`config.mk`:
```
export PLATFORM = sky130hd
export DESIGN_NAME = ansi_escape_sequence_filter_core
export DESIGN_NICKNAME = d
export VERILOG_FILES = /design/src/design/aesf_pkg.sv /design/src/design/aesf_seq_mem.sv /design/src/design/ansi_escape_sequence_filter_core.sv
export SDC_FILE = /design/constraint.sdc
export NUM_CORES = 1
export LEC_CHECK = 0
export BUFFER_PORTS_ARGS = -buffer_cell sky130_fd_sc_hd__buf_2
export CAP_MARGIN = 5
export CORE_ASPECT_RATIO = 1.25
export CORE_MARGIN = 8
export CORE_UTILIZATION = 50
export CTS_CLUSTER_DIAMETER = 100
export DETAILED_ROUTE_END_ITERATION = 10
export GPL_TIMING_DRIVEN = 0
export PLACE_DENSITY = 0.7
export SLEW_MARGIN = 20
export SYNTH_ARGS = -nofsm -noshare
export SYNTH_HDL_FRONTEND = slang
export SYNTH_SLANG_ARGS = --single-unit
```
`constraint.sdc`:
```
create_clock -name clk_i -period 4.6 [get_ports clk_i]
set_input_delay 0.23 -clock clk_i [delete_from_list [all_inputs] [get_ports clk_i]]
set_output_delay 0.23 -clock clk_i [all_outputs]
set_load 0.005 [all_outputs]
```
`src/design/aesf_pkg.sv`:
```
// ----------------------------------------------------------------------------
// aesf_pkg
// Types and constants shared by the escape sequence filter core and its testbench.
// ----------------------------------------------------------------------------
package aesf_pkg;

  typedef struct packed {
    logic [7:0]  in_char;
    logic [15:0] cur_x;
    logic [15:0] cur_y;
  } aesf_in_t;

  typedef struct packed {
    logic [1:0]  kind;
    logic [7:0]  out_char;
    logic [15:0] new_x;
    logic [15:0] new_y;
    logic [3:0]  fg_color;
    logic [3:0]  bg_color;
    logic        bold_on;
    logic        reverse_on;
    logic        last_item;
  } aesf_out_t;

  localparam logic [1:0] KIND_CHAR   = 2'd0;
  localparam logic [1:0] KIND_ABSORB = 2'd1;
  localparam logic [1:0] KIND_CLEAR  = 2'd2;

  localparam logic [1:0] REG_DEFAULT_FG = 2'd0;
  localparam logic [1:0] REG_DEFAULT_BG = 2'd1;
  localparam logic [1:0] REG_CLEAR_CAP  = 2'd2;

  localparam logic [7:0] CH_ESC = 8'd27;
  localparam logic [7:0] CH_CSI = 8'h9b;
  localparam logic [7:0] CH_LBR = 8'h5b;
  localparam logic [7:0] CH_SEMI = 8'h3b;
  localparam logic [7:0] CH_M = 8'h6d;
  localparam logic [7:0] CH_A = 8'h41;
  localparam logic [7:0] CH_B = 8'h42;
  localparam logic [7:0] CH_C = 8'h43;
  localparam logic [7:0] CH_D = 8'h44;
  localparam logic [7:0] CH_H = 8'h48;
  localparam logic [7:0] CH_J = 8'h4a;
  localparam logic [7:0] CH_0 = 8'h30;
  localparam logic [7:0] CH_9 = 8'h39;

  typedef enum logic [2:0] {
    ST_IDLE,
    ST_STORE2,
    ST_WALK,
    ST_REPLAY,
    ST_PASS,
    ST_DONE
  } aesf_state_e;

  // SGR decoder state: what the next byte means
  typedef enum logic [2:0] {
    SG_CODE,
    SG_AFTER0,
    SG_AFTER1,
    SG_AFTER2,
    SG_AFTER3,
    SG_AFTER4
  } aesf_sgr_e;

  function automatic logic is_digit(input logic [7:0] c);
    return (c >= CH_0) && (c <= CH_9);
  endfunction

endpackage

```
`src/design/aesf_seq_mem.sv`:
```
// ----------------------------------------------------------------------------
// aesf_seq_mem
// Held byte store: one write port, one read port, registered read data.
// ----------------------------------------------------------------------------
module aesf_seq_mem #(
  parameter int Depth = 16,
  parameter int AW    = 4
) (
  input  logic          clk_i,
  input  logic          we_i,
  input  logic [AW-1:0] waddr_i,
  input  logic [7:0]    wdata_i,
  input  logic [AW-1:0] raddr_i,
  output logic [7:0]    rdata_o
);

  logic [7:0] mem_q [Depth];

  // write port
  always_ff @(posedge clk_i) begin
    if (we_i) begin
      mem_q[waddr_i] <= wdata_i;
    end
  end

  // registered read port
  always_ff @(posedge clk_i) begin
    rdata_o <= mem_q[raddr_i];
  end

endmodule

```
`src/design/ansi_escape_sequence_filter_core.sv`:
```
// ----------------------------------------------------------------------------
// ansi_escape_sequence_filter_core
// CSI escape sequence filter for a console byte stream.
// ----------------------------------------------------------------------------
// Usage: each input transaction carries one console byte plus the cursor
// position the display holds. Each input yields one or more output
// transactions; last_item marks the final one. Bytes of an escape sequence
// are held in a small synchronous memory and answered with an absorbed
// result from ST_DONE (a CSI byte first passes ST_STORE2 to store its '[').
// A completed sequence is evaluated by walking the held bytes after ESC '['
// through the memory read port, one byte per cycle; the result is loaded
// once the walk ends and the output register is free. An aborted sequence
// replays every held byte, one per cycle while the receiver takes them,
// then passes the byte. Plain bytes are passed through as a single result.
// One input is worked on at a time; the input ready is low until the last
// result is handed to the output register. The output register holds its
// transaction while out_ready_i is low, and the sequencer waits on it; a
// stall during replay makes the sequencer reread the held byte. Reset
// empties the held sequence and restores the default attributes; no
// clearing pass is needed.
// ----------------------------------------------------------------------------
module ansi_escape_sequence_filter_core
  import aesf_pkg::*;
#(
  parameter int MAX_SEQ = 16
) (
  input  logic      clk_i,
  input  logic      rst_ni,
  input  logic      cfg_we_i,
  input  logic [1:0] cfg_index_i,
  input  logic [3:0] cfg_data_i,
  input  logic      in_valid_i,
  output logic      in_ready_o,
  input  aesf_in_t  in_data_i,
  output logic      out_valid_o,
  input  logic      out_ready_i,
  output aesf_out_t out_data_o
);

  localparam int AW = $clog2(MAX_SEQ);
  localparam int CW = $clog2(MAX_SEQ + 1);
  localparam logic [CW-1:0] MaxCnt = CW'(MAX_SEQ);

  // configuration
  logic [3:0] def_fg_q, def_bg_q;
  logic       clr_cap_q;
  always_ff @(posedge clk_i or negedge rst_ni) begin
    if (!rst_ni) begin
      def_fg_q  <= 4'd7;
      def_bg_q  <= 4'd0;
      clr_cap_q <= 1'b1;
    end else if (cfg_we_i) begin
      case (cfg_index_i)
        REG_DEFAULT_FG: def_fg_q  <= cfg_data_i;
        REG_DEFAULT_BG: def_bg_q  <= cfg_data_i;
        REG_CLEAR_CAP:  clr_cap_q <= cfg_data_i[0];
        default: ;
      endcase
    end
  end

  aesf_state_e state_q, state_d;
  logic [CW-1:0] cnt_q, cnt_d;
  logic [7:0] last_q, last_d;      // last held byte
  logic [3:0] fg_q, fg_d, bg_q, bg_d;
  logic bold_q, bold_d, rev_q, rev_d;
  logic [7:0] c_q, c_d;
  logic [15:0] x_q, x_d, y_q, y_d;
  logic [CW-1:0] idx_q, idx_d;     // walk/replay read position
  logic rv_q, rv_d;                // read data valid for byte idx_q-1
  logic [16:0] p_q, p_d;
  logic numon_q, numon_d;
  aesf_sgr_e sg_q, sg_d;
  logic [7:0] prev_q, prev_d;
  logic ov_q, ov_d;
  aesf_out_t ov_data_q, ov_data_d;

  logic          we;
  logic [AW-1:0] waddr;
  logic [7:0]    wdata;
  logic [AW-1:0] raddr;
  logic [7:0]    rdata;

  aesf_seq_mem #(.Depth(MAX_SEQ), .AW(AW)) u_mem (
    .clk_i  (clk_i),
    .we_i   (we),
    .waddr_i(waddr),
    .wdata_i(wdata),
    .raddr_i(raddr),
    .rdata_o(rdata)
  );

  assign raddr = idx_q[AW-1:0];
  logic out_free;
  assign out_free   = !ov_q || out_ready_i;
  assign in_ready_o = (state_q == ST_IDLE);
  assign out_valid_o = ov_q;
  assign out_data_o  = ov_data_q;

  function automatic aesf_out_t mk(input logic [1:0] k, input logic [7:0] ch,
                                   input logic [15:0] x, input logic [15:0] y,
                                   input logic [3:0] f, input logic [3:0] b,
                                   input logic bo, input logic rv, input logic l);
    aesf_out_t o;
    o.kind = k; o.out_char = ch; o.new_x = x; o.new_y = y;
    o.fg_color = f; o.bg_color = b; o.bold_on = bo; o.reverse_on = rv;
    o.last_item = l;
    return o;
  endfunction

  logic [16:0] p1, sum;
  logic [20:0] mul;
  logic        full, fin;
  logic [7:0]  ci;

  always_comb begin
    state_d = state_q; cnt_d = cnt_q; last_d = last_q;
    fg_d = fg_q; bg_d = bg_q; bold_d = bold_q; rev_d = rev_q;
    c_d = c_q; x_d = x_q; y_d = y_q; idx_d = idx_q; rv_d = 1'b0;
    p_d = p_q; numon_d = numon_q; sg_d = sg_q; prev_d = prev_q;
    ov_d = ov_q && !out_ready_i; ov_data_d = ov_data_q;
    we = 1'b0; waddr = cnt_q[AW-1:0]; wdata = 8'd0;
    p1 = 17'd0; sum = 17'd0; mul = 21'd0;
    ci = in_data_i.in_char;
    full = (cnt_q == MaxCnt);
    fin = (ci == CH_M) || (ci == CH_A) || (ci == CH_B) || (ci == CH_C) ||
          (ci == CH_D) || (ci == CH_H) || (ci == CH_J);
    case (state_q)
      ST_IDLE: begin
        if (in_valid_i) begin
          c_d = ci; x_d = in_data_i.cur_x; y_d = in_data_i.cur_y;
          idx_d = '0; rv_d = 1'b0;
          if (cnt_q == '0) begin
            if (ci == CH_ESC) begin
              we = 1'b1; wdata = CH_ESC; cnt_d = cnt_q + 1'b1; last_d = CH_ESC;
              state_d = ST_DONE;
            end else if (ci == CH_CSI) begin
              we = 1'b1; wdata = CH_ESC; cnt_d = cnt_q + 1'b1;
              state_d = ST_STORE2;
            end else begin
              state_d = ST_PASS;
            end
          end else if (last_q == CH_ESC) begin
            if (ci == CH_LBR && !full) begin
              we = 1'b1; wdata = ci; cnt_d = cnt_q + 1'b1; last_d = ci;
              state_d = ST_DONE;
            end else begin
              state_d = ST_REPLAY;
            end
          end else if ((is_digit(ci) || ci == CH_SEMI) && !full) begin
            we = 1'b1; wdata = ci; cnt_d = cnt_q + 1'b1; last_d = ci;
            state_d = ST_DONE;
          end else if (fin && !full) begin
            // complete: walk held bytes from index 2
            idx_d = CW'(2); p_d = '0; numon_d = 1'b1; sg_d = SG_CODE;
            prev_d = 8'd0; state_d = ST_WALK;
          end else begin
            state_d = ST_REPLAY;
          end
        end
      end
      ST_STORE2: begin
        we = 1'b1; wdata = CH_LBR; cnt_d = cnt_q + 1'b1; last_d = CH_LBR;
        state_d = ST_DONE;
      end
      ST_DONE: begin
        if (out_free) begin
          ov_d = 1'b1;
          ov_data_d = mk(KIND_ABSORB, 8'd0, x_q, y_q, fg_q, bg_q, bold_q, rev_q, 1'b1);
          state_d = ST_IDLE;
        end
      end
      ST_WALK: begin
        // one held byte per cycle: rdata is byte idx_q-1 when rv_q
        if (idx_q < cnt_q) begin
          idx_d = idx_q + 1'b1; rv_d = 1'b1;
        end
        if (rv_q) begin
          // leading number
          if (numon_q) begin
            if (is_digit(rdata)) begin
              mul = {2'b0, p_q[15:0], 3'b0} + {4'b0, p_q[15:0], 1'b0};
              if (p_q[16] || mul > 21'hffff) p_d = 17'hffff;
              else begin
                sum = mul[16:0] + {9'd0, rdata - CH_0};
                p_d = (sum > 17'hffff) ? 17'hffff : sum;
              end
            end else numon_d = 1'b0;
          end
          // SGR decode, follows the byte pairing of the walk
          if (c_q == CH_M) begin
            prev_d = rdata;
            case (sg_q)
              SG_CODE: begin
                if (!(rdata == CH_M || (is_digit(rdata) && is_digit(prev_q)))) begin
                  if (rdata == 8'h30) begin
                    fg_d = def_fg_q; bg_d = def_bg_q; sg_d = SG_AFTER0;
                  end else if (rdata == 8'h31) begin
                    bold_d = 1'b1; sg_d = SG_AFTER1;
                  end else if (rdata == 8'h32) sg_d = SG_AFTER2;
                  else if (rdata == 8'h33) sg_d = SG_AFTER3;
                  else if (rdata == 8'h34) sg_d = SG_AFTER4;
                  else if (rdata == 8'h37) rev_d = 1'b1;
                end
              end
              SG_AFTER2: begin
                if (rdata == 8'h37) rev_d = 1'b0;
                sg_d = SG_CODE;
              end
              SG_AFTER3: begin
                if (rdata >= CH_0 && rdata <= 8'h37) fg_d = rdata[3:0];
                else if (rdata == 8'h38 || rdata == CH_9) fg_d = def_fg_q;
                sg_d = SG_CODE;
              end
              SG_AFTER4: begin
                if (rdata >= CH_0 && rdata <= 8'h37) bg_d = rdata[3:0];
                else if (rdata == CH_9) bg_d = def_bg_q;
                sg_d = SG_CODE;
              end
              default: sg_d = SG_CODE;
            endcase
          end
        end
        if (!rv_q && idx_q >= cnt_q) begin
          // walk finished
          p1 = (p_q == '0) ? 17'd1 : p_q;
          if (out_free) begin
            ov_d = 1'b1;
            ov_data_d = mk(KIND_ABSORB, 8'd0, x_q, y_q, fg_q, bg_q, bold_q, rev_q, 1'b1);
            case (c_q)
              CH_A: ov_data_d.new_y = (y_q > p1[15:0] && !p1[16]) ?
                                      y_q - p1[15:0] : 16'd0;
              CH_B: begin
                sum = {1'b0, y_q} + p1;
                ov_data_d.new_y = sum[16] ? 16'hffff : sum[15:0];
              end
              CH_C: begin
                sum = {1'b0, x_q} + p1;
                ov_data_d.new_x = sum[16] ? 16'hffff : sum[15:0];
              end
              CH_D: ov_data_d.new_x = (x_q > p1[15:0] && !p1[16]) ?
                                      x_q - p1[15:0] : 16'd0;
              CH_H: begin
                ov_data_d.new_x = 16'd0; ov_data_d.new_y = 16'd0;
              end
              CH_J: if (clr_cap_q) ov_data_d.kind = KIND_CLEAR;
              default: ;
            endcase
            cnt_d = '0; state_d = ST_IDLE;
          end else begin
            idx_d = idx_q;
          end
        end
      end
      ST_REPLAY: begin
        // idx_q: next address to read; rv_q: rdata holds byte idx_q-1
        if (rv_q) begin
          if (out_free) begin
            ov_d = 1'b1;
            ov_data_d = mk(KIND_CHAR, rdata, x_q, y_q, fg_q, bg_q, bold_q, rev_q, 1'b0);
            if (idx_q < cnt_q) begin
              idx_d = idx_q + 1'b1; rv_d = 1'b1;
            end else state_d = ST_PASS;
          end else begin
            idx_d = idx_q - 1'b1;   // reread the held byte
          end
        end else begin
          idx_d = idx_q + 1'b1; rv_d = 1'b1;
        end
      end
      ST_PASS: begin
        if (out_free) begin
          ov_d = 1'b1;
          ov_data_d = mk(KIND_CHAR, c_q, x_q, y_q, fg_q, bg_q, bold_q, rev_q, 1'b1);
          cnt_d = '0; state_d = ST_IDLE;
        end
      end
      default: state_d = ST_IDLE;
    endcase
  end

  // control registers
  always_ff @(posedge clk_i or negedge rst_ni) begin
    if (!rst_ni) begin
      state_q <= ST_IDLE; cnt_q <= '0; last_q <= 8'd0;
      fg_q <= 4'd7; bg_q <= 4'd0; bold_q <= 1'b0; rev_q <= 1'b0;
      idx_q <= '0; rv_q <= 1'b0; numon_q <= 1'b0; sg_q <= SG_CODE;
      ov_q <= 1'b0;
    end else begin
      state_q <= state_d; cnt_q <= cnt_d; last_q <= last_d;
      fg_q <= fg_d; bg_q <= bg_d; bold_q <= bold_d; rev_q <= rev_d;
      idx_q <= idx_d; rv_q <= rv_d; numon_q <= numon_d; sg_q <= sg_d;
      ov_q <= ov_d;
    end
  end

  // payload registers
  always_ff @(posedge clk_i) begin
    c_q <= c_d; x_q <= x_d; y_q <= y_d; p_q <= p_d; prev_q <= prev_d;
    ov_data_q <= ov_data_d;
  end

endmodule

```
==> impl_metrics.toml <==
[floorplan]
rows = 76
start_util_pct = 50.26
design.core.area_mm2 = 0.03414
io_pins = 106
fp.dieW_um = 181.7
dieArea_mm2 = 0.04053
die_h_um = 223.1

[route]
drt-total-wl_mm = 45.73
drt_pass1_iterations = 5
antenna_left = 0
drtIter0Drc = 805
routed_via_density = 5.993
drc = 0
vias = 12900
drt-wirelength-per-cell_um = 21.24

[global_routing]
gr-total-overflow = 0
grt_first_pass_wirelength_mm = 72.20
antenna_found_initial = 0
grt_use_total_pct = 22.43
grt_max_degree = 47
grt_pass1_vias = 13300

[clock_tree]
cts_tree = "done"
numCtsBuffers = 31
cts.sinks = 299
htreeDepth = 1
clk_latency_ns = 0.60
post_cts.repair.setup_buffers = 0
cts_root_buffer = "clkbuf_16"
cts_buffer_depth = 3
clk_pin_slew_worst_paths_ns = 0.07

[timing]
min_period_over_period_pct = 93.82
setup_tns_ns = 0
rsz0062_at_grt = "no"
maxSlewViolCount = 0
setup_ws_ns = 0.2845
max_freq_mhz = 231.7
slew_headroom_pct = 17.78
fin_skew_ns = 0.02615
setup_viol = 0
worst_slew_pin_slew_ns = 1.224
fin_crit_ns = 4.316
whs_ns = 0.03643
finalHoldViolations = 0

[power]
clockPowerShare_pct = 20.9
power.switching_mw = 5.006
power_density_mw_per_mm2 = 631.6
p_total_mw = 12.58
internal_power_mw = 7.572
peakVddDrop_uv = 379.6
power_frac_comb_pct = 46.7
p_leak_nw = 7.614
swShare_pct = 39.80
seqPwrFrac_pct = 32.5

[placed_design]
place_area_mm2 = 0.01839
gp_congestion = 0.9246
io_buffers = 105
post-place-cells = 2052
dp_hpwl_mm = 33.62
pre_cts_ws_ns = -0.006435

[logic_synthesis]
yosys.area.top_type = "edfxtp_1"
synthCells = 1498
synth_edf_count = 245
synth.top_cell.area_share_pct = 42.88
yosys_warnings = 0
synth_area_mm2 = 0.01716
synthTopCellsByArea = "edfxtp_1 43%, ha_1 7.6%, dfrtp_1 5.7%"
async_flop_share_pct = 15.38
synth_cell_types = 92
ys_ff_latch = 299
synth-seq-area-share_pct = 50.58
synth.avg_cell_area_um2 = 11.45
ys.flop_type = "edfxtp_1"

[setup_path]
cp-endpoint = "out_data_o[34]"
worstReg2RegStart = "p_q[1]"
crit_start = "p_q[1]"
crit_arrival_ns = 4.64
crit_required_ns = 4.93
rr_worst_depth = 12
cp_max_fo = 10
r2r_end = "out_data_o[34]"
cp-start-kind = "flop"
r2r_setup_slack_ns = 0.28
endpoint_kind = "flop"
crit_type = "flop to flop"

[worst_hold_path]
holdCritPathClass = "primary input to flop"

[cells_and_area]
fillers = 2765
area.growth.synth_to_final_pct = 16.07
drive_gt1_share_pct = 16.36
antenna_cells = 0
final_area_mm2 = 0.01991
stdcell_count = 2153
fin_nets = 1861
final_util_pct = 58.33

[run]
drv_cap = 0

[run_status]
status = "complete, no violations"
[Yosys cell counts (9+ instances only)]
cell type    n
xnor2_1     39
a22o_1      10
a21oi_1    124
dfrtp_1     39
o211ai_1    10
buf_2       10
o21bai_1    10
mux4_2      40
o31ai_1     14
inv_1       79
or3_1       10
nor4_1      10
nand3_1     21
a31oi_1     16
nor3_1      39
o21a_1      19
a22oi_1     11
o21ai_0     62
nand2_1     73
mux2_2      28
nand4_1     20
and2_1       9
clkbuf_1    57
nor2_1     128
o22a_1      11
nand2b_1    22
edfxtp_1   245
a21o_1      20
and3_1      16
xor2_1      14
ha_1       104
nor2b_1     22
[cell usage in the layout (no fill, tap or decap), types with 20 or more instances in the layout]
| cell type | synthesis | layout |
|---|---|---|
| edfxtp_1 | 245 | 245 |
| ha_1 | 104 | 104 |
| mux2_2 | 28 | 28 |
| clkbuf_16 | 0 | 31 |
| inv_1 | 79 | 78 |
| dfrtp_1 | 39 | 39 |
| nand2_1 | 73 | 73 |
| mux4_2 | 40 | 40 |
| clkbuf_1 | 57 | 62 |
| xnor2_1 | 39 | 39 |
| nor3_1 | 39 | 36 |
| buf_2 | 10 | 114 |
| nor2_1 | 128 | 127 |
| a21oi_1 | 124 | 123 |
| dlygate4sd3_1 | 0 | 45 |
| nor2b_1 | 22 | 22 |
| nand4_1 | 20 | 20 |
| o21ai_0 | 62 | 62 |
| a21o_1 | 20 | 20 |
| nand2b_1 | 22 | 22 |
| nand3_1 | 21 | 21 |
[worst max-delay path: stages, from the launching register on]
cell and delay (ns):
edfxtp_1 0.59, nor4_1 0.11, a41o_1 0.39, ha_1 0.26, fa_1 0.41, nor2b_1 0.17
o311a_1 0.35, o211ai_1 0.51, o211a_1 0.29, or4_1 0.20, nand3_2 0.30, a21oi_1 0.37
nor2_1 0.07
[final cells by class]
cell class              instances  area [um^2]  share of cell area (%)
repair buffers                154         1057                   5.309
well taps                     429        536.8                   2.695
clock buffers                  38        812.0                   4.078
flip-flops and latches        299         8677                   43.57
clock inverters                19        254.0                   1.275
inverters                      81        304.0                   1.527
plain buffers                  74        299.0                   1.502
multi-input cells            1059         7974                   40.04
[worst min-delay path by stage]
stage	start	to	slack [ns]	depth (start not counted)
finish	cfg_index_i[1]	clr_cap_q	0.04	3
global route	cfg_index_i[1]	clr_cap_q	0.03	3
CTS	cfg_index_i[1]	clr_cap_q	0.02	3
detailed placement	in_data_i[19]	x_q[3]	0.41	1
global placement	in_data_i[19]	x_q[3]	0.41	1
floorplan	rst_ni	bg_q[0]	-0.07	0
[repair_timing]
| item | in CTS | in global routing |
|---|---|---|
| endpoints found under the hold margin | 88 | 0 |
| resized for setup | 1 | 1 |
| hold buffers | 45 | 0 |
| gates cloned | 0 | 0 |
| setup endpoints to repair | 2 | 13 |
[power groups by stage]
stage | Clock [mW] | Combinational (mW) | Sequential, mW
final | 2.63 | 5.87 | 4.08
after global routing | 2.77 | 6.50 | 4.14
after CTS | 2.67 | 5.83 | 4.07
after detailed placement | 0 | 5.77 | 4.12
after global placement | 0 | 5.57 | 4.13
after floorplan | 0 | 4.21 | 4.01
[per-layer routing]
layer / GRT usage, % / routed length [um]
met4: 11.76 / 2389
met2: 40.32 / 23550
met1: 25.66 / 17520
met5: 0 / 0
met3: 2.913 / 2276
[logic make-up after synthesis]
family | Yosys count | synth area share [%]
adders and majority gates | 110 | 8.285
AOI/OAI and AO/OA | 386 | 14.95
DFF | 299 | 50.58
and+or+nand+nor | 420 | 12.54
other | 1 | 0.02186
xor gates and xnor gates | 53 | 2.706
buffers and inverters | 156 | 3.537
muxes | 73 | 7.380
[flip-flops by register name, indices dropped and copies added, names as in the netlist, 5 cells and up]
signal / count
u_mem.mem_q: 128
cnt_q: 5
p_q: 17
idx_q: 5
y_q: 16
c_q: 8
last_q: 8
out_data_o: 53
u_mem.rdata_o: 8
prev_q: 7
x_q: 16
Power figures use the tool's default switching activity.
